==> src/rtl/cae_pkg.sv <==
package cae_pkg;

	// Reference store geometry. The cell index addresses the store modulo its depth.
	localparam int MAX_CELLS = 4096;
	localparam int CELL_AW   = $clog2(MAX_CELLS);

	// Field widths.
	localparam int CELL_W  = 12;
	localparam int COORD_W = 32;
	localparam int PROD_W  = 2 * COORD_W;
	localparam int AREA_W  = 64;
	localparam int JAC_W   = 32;
	localparam int STAT_W  = 2;
	localparam int ACC_W   = 128;

	// Stream payload widths.
	localparam int IN_DATA_W  = 80;
	localparam int OUT_USED_W = CELL_W + AREA_W + JAC_W + STAT_W;
	localparam int OUT_DATA_W = 112;
	localparam int OUT_PAD_W  = OUT_DATA_W - OUT_USED_W;

	// Work queue between the front and the back.
	localparam int QDEPTH = 4;
	localparam int QAW    = $clog2(QDEPTH);

	// Result status codes.
	localparam logic [STAT_W-1:0] ST_OK       = 2'd0;
	localparam logic [STAT_W-1:0] ST_REF_ZERO = 2'd1;
	localparam logic [STAT_W-1:0] ST_SAT      = 2'd2;

	// Saturation limits.
	localparam logic [AREA_W-1:0] AREA_MAX    = {1'b0, {(AREA_W-1){1'b1}}};
	localparam logic [AREA_W-1:0] AREA_MIN    = {1'b1, {(AREA_W-1){1'b0}}};
	localparam logic [JAC_W-1:0]  JAC_POS_LIM = {1'b0, {(JAC_W-1){1'b1}}};
	localparam logic [JAC_W-1:0]  JAC_NEG_LIM = {1'b1, {(JAC_W-1){1'b0}}};

	// One unit of work: add the cross term ax*by - ay*bx to the accumulator.
	// clr starts a new polygon, fin closes it and produces a result.
	typedef struct packed {
		logic                      clr;
		logic                      fin;
		logic                      cmd;
		logic [CELL_W-1:0]         cell_idx;
		logic signed [COORD_W-1:0] ax;
		logic signed [COORD_W-1:0] ay;
		logic signed [COORD_W-1:0] bx;
		logic signed [COORD_W-1:0] by;
	} cae_entry_t;

	typedef struct packed {
		logic [CELL_W-1:0] cell_idx;
		logic [AREA_W-1:0] area;
		logic [JAC_W-1:0]  jac;
		logic [STAT_W-1:0] status;
	} cae_result_t;

endpackage

==> src/rtl/cae_queue.sv <==
module cae_queue import cae_pkg::*; (
	input  logic       clk,
	input  logic       arst_n,
	input  logic       push,
	input  cae_entry_t push_entry,
	output logic       full,
	input  logic       pop,
	output cae_entry_t head,
	output logic       empty
);

	cae_entry_t       mem_q [QDEPTH];
	logic [QAW-1:0]   wr_ptr_q;
	logic [QAW-1:0]   rd_ptr_q;
	logic [QAW:0]     count_q;
	logic             do_push;
	logic             do_pop;

	assign full    = (count_q == (QAW+1)'(QDEPTH));
	assign empty   = (count_q == '0);
	assign do_push = push && !full;
	assign do_pop  = pop && !empty;
	assign head    = mem_q[rd_ptr_q];

	always_ff @(posedge clk) begin
		if (do_push) begin
			mem_q[wr_ptr_q] <= push_entry;
		end
	end

	always_ff @(posedge clk or negedge arst_n) begin
		if (!arst_n) begin
			wr_ptr_q <= '0;
			rd_ptr_q <= '0;
			count_q  <= '0;
		end else begin
			if (do_push) begin
				wr_ptr_q <= wr_ptr_q + 1'b1;
			end
			if (do_pop) begin
				rd_ptr_q <= rd_ptr_q + 1'b1;
			end
			case ({do_push, do_pop})
				2'b10:   count_q <= count_q + 1'b1;
				2'b01:   count_q <= count_q - 1'b1;
				default: count_q <= count_q;
			endcase
		end
	end

endmodule

==> config.mk <==
export PLATFORM = sky130hd
export DESIGN_NAME = cae_queue
export DESIGN_NICKNAME = d
export VERILOG_FILES = /design/src/rtl/cae_pkg.sv /design/src/rtl/cae_queue.sv
export SDC_FILE = /design/constraint.sdc
export NUM_CORES = 1
export LEC_CHECK = 0
export BUFFER_PORTS_ARGS = -buffer_cell sky130_fd_sc_hd__buf_2
export CORE_MARGIN = 2
export CORE_UTILIZATION = 60
export DETAILED_ROUTE_END_ITERATION = 10
export PLACE_DENSITY = 0.85
export SYNTH_ARGS = -nofsm -noshare
export SYNTH_HDL_FRONTEND = slang
export SYNTH_SLANG_ARGS = --single-unit
export TNS_END_PERCENT = 1
==> constraint.sdc <==
create_clock -name clk -period 13.04 [get_ports clk]
set_input_delay 1.304 -clock clk [delete_from_list [all_inputs] [get_ports clk]]
set_output_delay 1.304 -clock clk [all_outputs]
set_load 0.005 [all_outputs]
==> results.ini <==
[outcome]
run_status=complete, no violations

[route]
post_drt_wl_per_cell_um=24.6
first_iter_violations=664
ant_nets=0
drcViolationCount=0
vias_per_cell=5.81
via_count=9345
finalWirelength_mm=39.5
drtPass1Iterations=4

[floorplanning]
die_h_um=191
core_sq_um=34500
initial_core_util_pct=60.8
io_pins=292
dieArea_sq_um=36500
rows=68
die_w_um=191

[sta]
slew_violations=0
fin_crit_ns=4.82
fin_setup_tns_ns=0
finalClockSkew_ns=0.0131
max-slew-margin-rel_pct=29.1
timing.fmax_mhz=207
rsz0062_at_grt=no
fin_crit_sh_pct=37.0
tightest_slew_ns=1.06
hold_viol=0
setup_viol=0

[grt]
grt_pass1_vias=9906
antenna_found_initial=8
overflow=0
grtUsageTotal_pct=22.2
met1_usage_pct=29.7
met3_usage_pct=7.16
grt_pass1_wl_mm=59.2
busiest_layer=met2
grt_max_degree=108
use_met2_pct=35.9

[clock_tree]
cts_setup_buffers=0
cts_sinks=579
cts_root_buffer=clkbuf_16
cts_tree=done
cts_resized=0
numCtsBuffers=54
hold_buffers=0
cts.clk_slew.worst_paths_ns=0.06
clock_latency_ns=0.58
clockBufferDepth=3
cts-htree-levels=2

[logic_synthesis]
yosysMostFrequentCell=edfxtp_1
async_flop_share_pct=1.21
postSynthAreaPerCell_sq_um=26.8
synthTopCellsByCount=edfxtp_1 (572), mux4_2 (143), buf_2 (17)
yosysWarningCount=0
syn-num-nets=937
synth_cells=784
synth_area_leaders=edfxtp_1 (82%), mux4_2 (15%), dfrtp_1 (0.83%)
synth_edf_count=572
ys_types=21
seq_area_frac_synth_pct=82.6
netlist.area_leader.share_pct=81.8
yosysTopAreaCell=edfxtp_1
netlist_area_sq_um=21000
yosys_most_used_dff=edfxtp_1
ys_ff_latch=579

[placement]
hpwl_mm=23.1
gp_congestion=0.706
io_buffers=291

[layout]
final_util_pct=71.5
drive_gt1_share_pct=45.6
nets=1263
fillers=2014
synthToLayoutAreaGrowth_pct=17.6

[worst_setup_path]
crit_slowest_cell=buf_4
r2r_cells=4
crit_family=buffers and inverters
arrival_ns=3.52
crit_cells=4
crit_type=register to output port
crit_top_cell=buf_4
crit_path_max_incr_delay_ns=0.90
crit_chain=buf_4, buf_4, mux4_2, buf_2
cp_data_required_time_ns=11.74
worst_setup_path_start_kind=register
cp.buffers_inverters=3
cp-end-kind=output port
critPathMaxFanout=72

[pwr]
powerDensity_nw_per_um2=226
ir_drop_mv=0.146
p_leak_nw=8.42

[min_path]
hold_path.class=register to register
hold_depth=1

[job]
max_cap_viol_count=0

[logic make-up after synthesis]
family | Yosys count | synth area share [%]
AOI/OAI and AO/OA | 1 | 0.0417
and+or+nand+nor | 9 | 0.244
xor gates and xnor gates | 6 | 0.250
adders and majority gates | 6 | 0.393
DFF | 579 | 82.6
muxes | 145 | 15.4
buffers and inverters | 38 | 1.05
[flip-flops by register name, indices dropped and copies added, names as in the netlist]
signal / count
rd_ptr_q: 2
count_q: 3
wr_ptr_q: 2
mem_q: 572
[power by group]
group	internal (mW)	leakage (nW)	switching, mW
logic	0.712	2.25	0.742
clock network	0.909	0.851	0.627
registers	2.46	5.32	0.134
[cell usage in the layout (no fill, tap or decap)]
master / n
inv_1: 6
clkinv_1: 13
edfxtp_1: 572
nor3_1: 1
and2_4: 4
clkbuf_16: 57
dfrtp_1: 5
clkinv_2: 6
buf_12: 1
clkinv_4: 2
fa_1: 1
nor2b_1: 1
buf_4: 10
bufinv_16: 6
xor2_1: 3
mux2i_1: 1
mux4_2: 143
nor3b_1: 1
nor2_1: 1
o31a_1: 1
clkinvlp_4: 1
clkbuf_1: 10
nand2_1: 1
dfrtp_4: 2
xnor2_1: 3
diode_2: 5
mux2_2: 1
buf_2: 291
ha_1: 5
[metal layers]
layer / vias up / wire length, um / share of wire [%]
met3: 63 / 3440 / 8.7
met2: 325 / 19900 / 50
met5: - / 51 / 0.13
met1: 4894 / 15400 / 39
li1: 4053 / - / -
met4: 10 / 733 / 1.9
[worst register-to-register path, delay by kind of cell, from the launching register on]
family                 cells  cell delay, ns
buffers and inverters      1            0.78
flip-flops                 1            0.42
AND/OR/NAND/NOR            3            1.19
[worst paths after layout]
path	startpoint	to	slack [ns]
min in group asynchronous	arst_n	count_q[2]	0.56
max	rd_ptr_q[1]	head[101]	8.22
min reg2reg	count_q[2]	count_q[2]	0.55
max in group asynchronous	arst_n	rd_ptr_q[1]	12.27
max reg2reg	count_q[2]	mem_q[0][39]	10.12
min	count_q[2]	count_q[2]	0.55
[final cells by class]
cell class | instances | area (sq um) | area share (%)
Multi-Input combinational cell | 167 | 3450 | 14.0
Sequential cell | 579 | 17400 | 70.3
Inverter | 6 | 22.5 | 0.0911
Timing Repair Buffer | 302 | 1550 | 6.28
Clock inverter | 28 | 284 | 1.15
Clock buffer | 67 | 1460 | 5.92
Antenna cell | 5 | 12.5 | 0.0506
Tap cell | 455 | 569 | 2.30
[through the flow]
step                      setup slack [ns]  instances  hold WS, ns  instance area [sq um]  total power [mW]
after CTS                             8.15       1604        0.536                  24700              5.67
after detailed placement              8.78       1509        0.523                  22900              4.12
after floorplan                       7.57        784        0.477                  21000              3.56
after global routing                  8.06       1606        0.551                  24700              5.84
final                                 8.22       1609        0.547                  24700              5.59
after global placement                8.77       1509        0.494                  22900              4.08
Note: power is estimated with default switching activity, not from simulation.
