==> config.mk <==
export PLATFORM = sky130hd
export DESIGN_NAME = cae_front
export DESIGN_NICKNAME = d
export VERILOG_FILES = /design/src/rtl/cae_pkg.sv /design/src/rtl/cae_front.sv
export SDC_FILE = /design/constraint.sdc
export NUM_CORES = 1
export LEC_CHECK = 0
export ABC_CLOCK_PERIOD_IN_PS = 7340
export BUFFER_PORTS_ARGS = -buffer_cell sky130_fd_sc_hd__buf_2
export CAP_MARGIN = 20
export CORE_ASPECT_RATIO = 1.2
export CORE_MARGIN = 1.5
export CORE_UTILIZATION = 44
export DETAILED_ROUTE_END_ITERATION = 10
export GPL_TIMING_DRIVEN = 0
export PLACE_DENSITY = 0.75
export SLEW_MARGIN = 40
export SYNTH_ARGS = -nofsm -noshare
export SYNTH_HDL_FRONTEND = slang
export SYNTH_SLANG_ARGS = --single-unit
==> constraint.sdc <==
create_clock -name clk -period 7.34 [get_ports clk]
set_input_delay 1.468 -clock clk [delete_from_list [all_inputs] [get_ports clk]]
set_output_delay 1.468 -clock clk [all_outputs]
set_load 0.005 [all_outputs]
==> src/rtl/cae_pkg.sv <==
package cae_pkg;

	// Reference store geometry. The cell index addresses the store modulo its depth.
	localparam int MAX_CELLS = 4096;
	localparam int CELL_AW   = $clog2(MAX_CELLS);

	// Field widths.
	localparam int CELL_W  = 12;
	localparam int COORD_W = 32;
	localparam int PROD_W  = 2 * COORD_W;
	localparam int AREA_W  = 64;
	localparam int JAC_W   = 32;
	localparam int STAT_W  = 2;
	localparam int ACC_W   = 128;

	// Stream payload widths.
	localparam int IN_DATA_W  = 80;
	localparam int OUT_USED_W = CELL_W + AREA_W + JAC_W + STAT_W;
	localparam int OUT_DATA_W = 112;
	localparam int OUT_PAD_W  = OUT_DATA_W - OUT_USED_W;

	// Work queue between the front and the back.
	localparam int QDEPTH = 4;
	localparam int QAW    = $clog2(QDEPTH);

	// Result status codes.
	localparam logic [STAT_W-1:0] ST_OK       = 2'd0;
	localparam logic [STAT_W-1:0] ST_REF_ZERO = 2'd1;
	localparam logic [STAT_W-1:0] ST_SAT      = 2'd2;

	// Saturation limits.
	localparam logic [AREA_W-1:0] AREA_MAX    = {1'b0, {(AREA_W-1){1'b1}}};
	localparam logic [AREA_W-1:0] AREA_MIN    = {1'b1, {(AREA_W-1){1'b0}}};
	localparam logic [JAC_W-1:0]  JAC_POS_LIM = {1'b0, {(JAC_W-1){1'b1}}};
	localparam logic [JAC_W-1:0]  JAC_NEG_LIM = {1'b1, {(JAC_W-1){1'b0}}};

	// One unit of work: add the cross term ax*by - ay*bx to the accumulator.
	// clr starts a new polygon, fin closes it and produces a result.
	typedef struct packed {
		logic                      clr;
		logic                      fin;
		logic                      cmd;
		logic [CELL_W-1:0]         cell_idx;
		logic signed [COORD_W-1:0] ax;
		logic signed [COORD_W-1:0] ay;
		logic signed [COORD_W-1:0] bx;
		logic signed [COORD_W-1:0] by;
	} cae_entry_t;

	typedef struct packed {
		logic [CELL_W-1:0] cell_idx;
		logic [AREA_W-1:0] area;
		logic [JAC_W-1:0]  jac;
		logic [STAT_W-1:0] status;
	} cae_result_t;

endpackage

==> src/rtl/cae_front.sv <==
module cae_front import cae_pkg::*; (
	input  logic                      clk,
	input  logic                      arst_n,
	input  logic                      in_valid,
	output logic                      in_ready,
	input  logic                      cmd,
	input  logic [CELL_W-1:0]         cell_index,
	input  logic signed [COORD_W-1:0] vertex_x,
	input  logic signed [COORD_W-1:0] vertex_y,
	input  logic                      last_vertex,
	output logic                      push,
	output cae_entry_t                push_entry,
	input  logic                      full
);

	logic                      in_poly_q;
	logic                      pend_q;
	logic                      pend_cmd_q;
	logic [CELL_W-1:0]         pend_cell_q;
	logic signed [COORD_W-1:0] first_x_q;
	logic signed [COORD_W-1:0] first_y_q;
	logic signed [COORD_W-1:0] prev_x_q;
	logic signed [COORD_W-1:0] prev_y_q;
	logic                      accept;

	// A closing vertex needs a second entry, so input pauses until that entry is pushed.
	assign in_ready = !pend_q && !full;
	assign accept   = in_valid && in_ready;

	always_comb begin
		push                = 1'b0;
		push_entry.clr      = 1'b0;
		push_entry.fin      = 1'b0;
		push_entry.cmd      = cmd;
		push_entry.cell_idx = cell_index;
		push_entry.ax       = prev_x_q;
		push_entry.ay       = prev_y_q;
		push_entry.bx       = vertex_x;
		push_entry.by       = vertex_y;
		if (pend_q) begin
			push                = !full;
			push_entry.fin      = 1'b1;
			push_entry.cmd      = pend_cmd_q;
			push_entry.cell_idx = pend_cell_q;
			push_entry.bx       = first_x_q;
			push_entry.by       = first_y_q;
		end else if (accept) begin
			push = 1'b1;
			if (!in_poly_q) begin
				// First vertex: the cross term of a point with itself is zero.
				push_entry.clr = 1'b1;
				push_entry.fin = last_vertex;
				push_entry.ax  = vertex_x;
				push_entry.ay  = vertex_y;
			end
		end
	end

	always_ff @(posedge clk or negedge arst_n) begin
		if (!arst_n) begin
			in_poly_q <= 1'b0;
			pend_q    <= 1'b0;
		end else begin
			if (accept) begin
				if (!in_poly_q) begin
					in_poly_q <= !last_vertex;
				end else if (last_vertex) begin
					in_poly_q <= 1'b0;
					pend_q    <= 1'b1;
				end
			end
			if (pend_q && !full) begin
				pend_q <= 1'b0;
			end
		end
	end

	always_ff @(posedge clk) begin
		if (accept) begin
			prev_x_q    <= vertex_x;
			prev_y_q    <= vertex_y;
			pend_cmd_q  <= cmd;
			pend_cell_q <= cell_index;
			if (!in_poly_q) begin
				first_x_q <= vertex_x;
				first_y_q <= vertex_y;
			end
		end
	end

endmodule

==> flow_summary.yaml <==
run_status:
  status: "finished, final reports clean"
setup_path:
  crit_arrival_ns: 3.32
  critPathMaxFanout: 73
  reg2reg_depth: 3
  cp.required_ns: 5.87
  reg2reg_slack_ns: 5.32
  endpoint_kind: "output port"
  critical_path_class: "in -> out"
  cp-start-kind: "input pin"
die:
  fp.dieArea_um2: 14500
  fp-row-count: 46
  dieWidth_um: 110
  die_h_um: 132
  io_pins: 227
  initial_core_util: 0.454
  core_um2: 13400
placed_design:
  hpwl_mm: 9.10
  port_buffers: 226
  gp_congestion: 0.760
sta:
  setup_tns_ns: 0
  min_period_over_period: 0.652
  setup_violations: 0
  clock_skew_ns: 0.00687
  timing.hold.ws_ns: 0.620
  fmax_mhz: 209
  worst_pin_slew_ns: 0.724
  hold_viol: 0
  slew_headroom: 0.517
  finalMaxSlewViolations: 0
  post-route-min-period_ns: 4.79
  rsz0062_at_grt: "false"
logic_synthesis:
  synth_seq_area_share: 0.706
  synthDistinctLibCells: 18
  synth-warning-count: 0
  syn_inst: 312
  synth_nets: 394
  syn_avg_cell_area_um2: 19.4
  syn_area_um2: 6070
  ys_seq_elements: 143
pwr:
  p_sw_frac: 0.218
  power_mw: 2.07
  leakagePower_nw: 3.20
  power_switching_uw: 450
  combPwrFrac: 0.128
  internal_power_mw: 1.62
  power.density_nw_per_um2: 255
  seqPwrFrac: 0.463
  ir_drop_uv: 206
  clkPwrFrac: 0.408
clocking:
  cts_sinks: 143
  cts-root-buf: "clkbuf_16"
  clk_pin_slew_worst_paths_ns: 0.06
  cts-resized-gates: 0
  numCtsBuffers: 17
  post_cts_buffers: 0
  cts_max_level: 4
  cts_tree: "done"
  hold_buffers: 0
  cts_max_path_buffers: 2
  clock_latency_ns: 0.42
flow_run:
  cap_violations: 0
layout:
  nNetsFinal: 647
  multi_input_area_um2: 1680
  syn2layout_area_growth_pct: 33.4
  n_antenna_cell: 0
  final_util: 0.606
  regArea_um2: 4280
  nFillCells: 1008
  drive_above_1_share: 0.649
global_route:
  grt_overflow: 0
  grt_pass1_wl_mm: 19.9
  grt_util_all_layers: 0.184
  antenna_found_initial: 0
  first_global_vias: 3863
  grt_max_degree: 74
route:
  wire_per_inst_um: 17.4
  dr.pass1.iters: 4
  antenna_left: 0
  via_count: 3716
  vias_per_cell: 4.98
  wirelength_mm: 13.0
  route.detailed.drc: 0
  drt_iter0_markers: 117
worst_hold_path:
  whs_path_depth: 2
  min_path_type: "reg -> reg"
placed cells by master, fill, tap and decap left out, drive strengths merged:
master,netlist,layout
mux2i,1,1
o31ai,1,1
nor4b,2,2
dfrtp,2,2
clkinvlp,0,3
nor3b,1,1
inv,1,1
mux2,141,141
nand2,1,1
bufinv,0,2
clkbuf,0,21
nand3b,1,1
nor2,3,3
buf,16,250
edfxtp,141,141
o21bai,1,1
clkinv,0,6
cell type report:
class,instances,area share
clock buffer,21,0.0594
timing repair buffer,234,0.150
tap,168,0.0260
inverter,1,0.000464
multi-input combinational,152,0.207
buffer,16,0.0139
clock inverter,11,0.0139
sequential,143,0.529
state kept, by name, summed over array words and instances (netlist names):
register     cells
first_x_q       32
first_y_q       32
in_poly_q        1
pend_cell_q     12
pend_cmd_q       1
pend_q           1
prev_x_q        32
prev_y_q        32
path summary, 6_finish.rpt:
check | start | end
max | full | push_entry[120]
min | in_poly_q$_DFFE_PN0P_ | pend_q$_DFFE_PN0P_
max reg2reg | pend_q$_DFFE_PN0P_ | first_x_q[11]$_DFFE_PP_
min reg2reg | in_poly_q$_DFFE_PN0P_ | pend_q$_DFFE_PN0P_
max in group asynchronous | arst_n | in_poly_q$_DFFE_PN0P_
min in group asynchronous | arst_n | pend_q$_DFFE_PN0P_
per-stage QoR:
stage | setup WS, ns | instance area (µm²) | cells
2_1_floorplan | 2.34 | 6070 | 312
3_3_place_gp | 0.470 | 7410 | 706
3_5_place_dp | 2.52 | 7500 | 714
4_1_cts | 2.52 | 8100 | 746
5_1_grt | 2.43 | 8100 | 746
6_report | 2.55 | 8100 | 746
critical path, stage by stage:
cell and delay [ns]:
buf_2 0.15, nor4b_2 0.25, buf_4 0.27, buf_6 0.57, mux2_1 0.39, buf_2 0.13
metal layers:
layer / share of wire / up-vias / GRT usage
li1: - / 1751 / -
met1: 0.40 / 1792 / 0.210
met2: 0.51 / 152 / 0.311
met3: 0.071 / 21 / 0.0610
met4: 0.020 / 0 / 0.0762
met5: 0 / - / 0
cell usage after synthesis, drive strengths merged:
| cell | n | area [µm²] |
|---|---|---|
| o21bai | 1 | 7.51 |
| nor3b | 1 | 7.51 |
| inv | 1 | 3.75 |
| nand3b | 1 | 7.51 |
| mux2 | 141 | 1590 |
| nand2 | 1 | 3.75 |
| mux2i | 1 | 10.0 |
| buf | 16 | 113 |
| o31ai | 1 | 7.51 |
| dfrtp | 2 | 50.1 |
| nor2 | 3 | 11.3 |
| nor4b | 2 | 23.8 |
| edfxtp | 141 | 4230 |
power by group through the flow:
stage	combinational, mW	sequential (mW)	clock [mW]
6_report	0.266	0.958	0.844
5_1_grt	0.291	0.961	0.897
4_1_cts	0.271	0.958	0.862
3_5_place_dp	0.269	0.975	0
3_3_place_gp	0.257	0.976	0
2_1_floorplan	0.135	0.972	0
logic make-up (layout without fill, tap and decap cells):
logic type      Yosys count  in the layout  synth area share
buf+inv                  17            283            0.0192
compound gates            2              2           0.00248
simple gates              8              8           0.00887
flops                   143            143             0.706
mux                     142            142             0.263
Power figures use the tool's default switching activity.
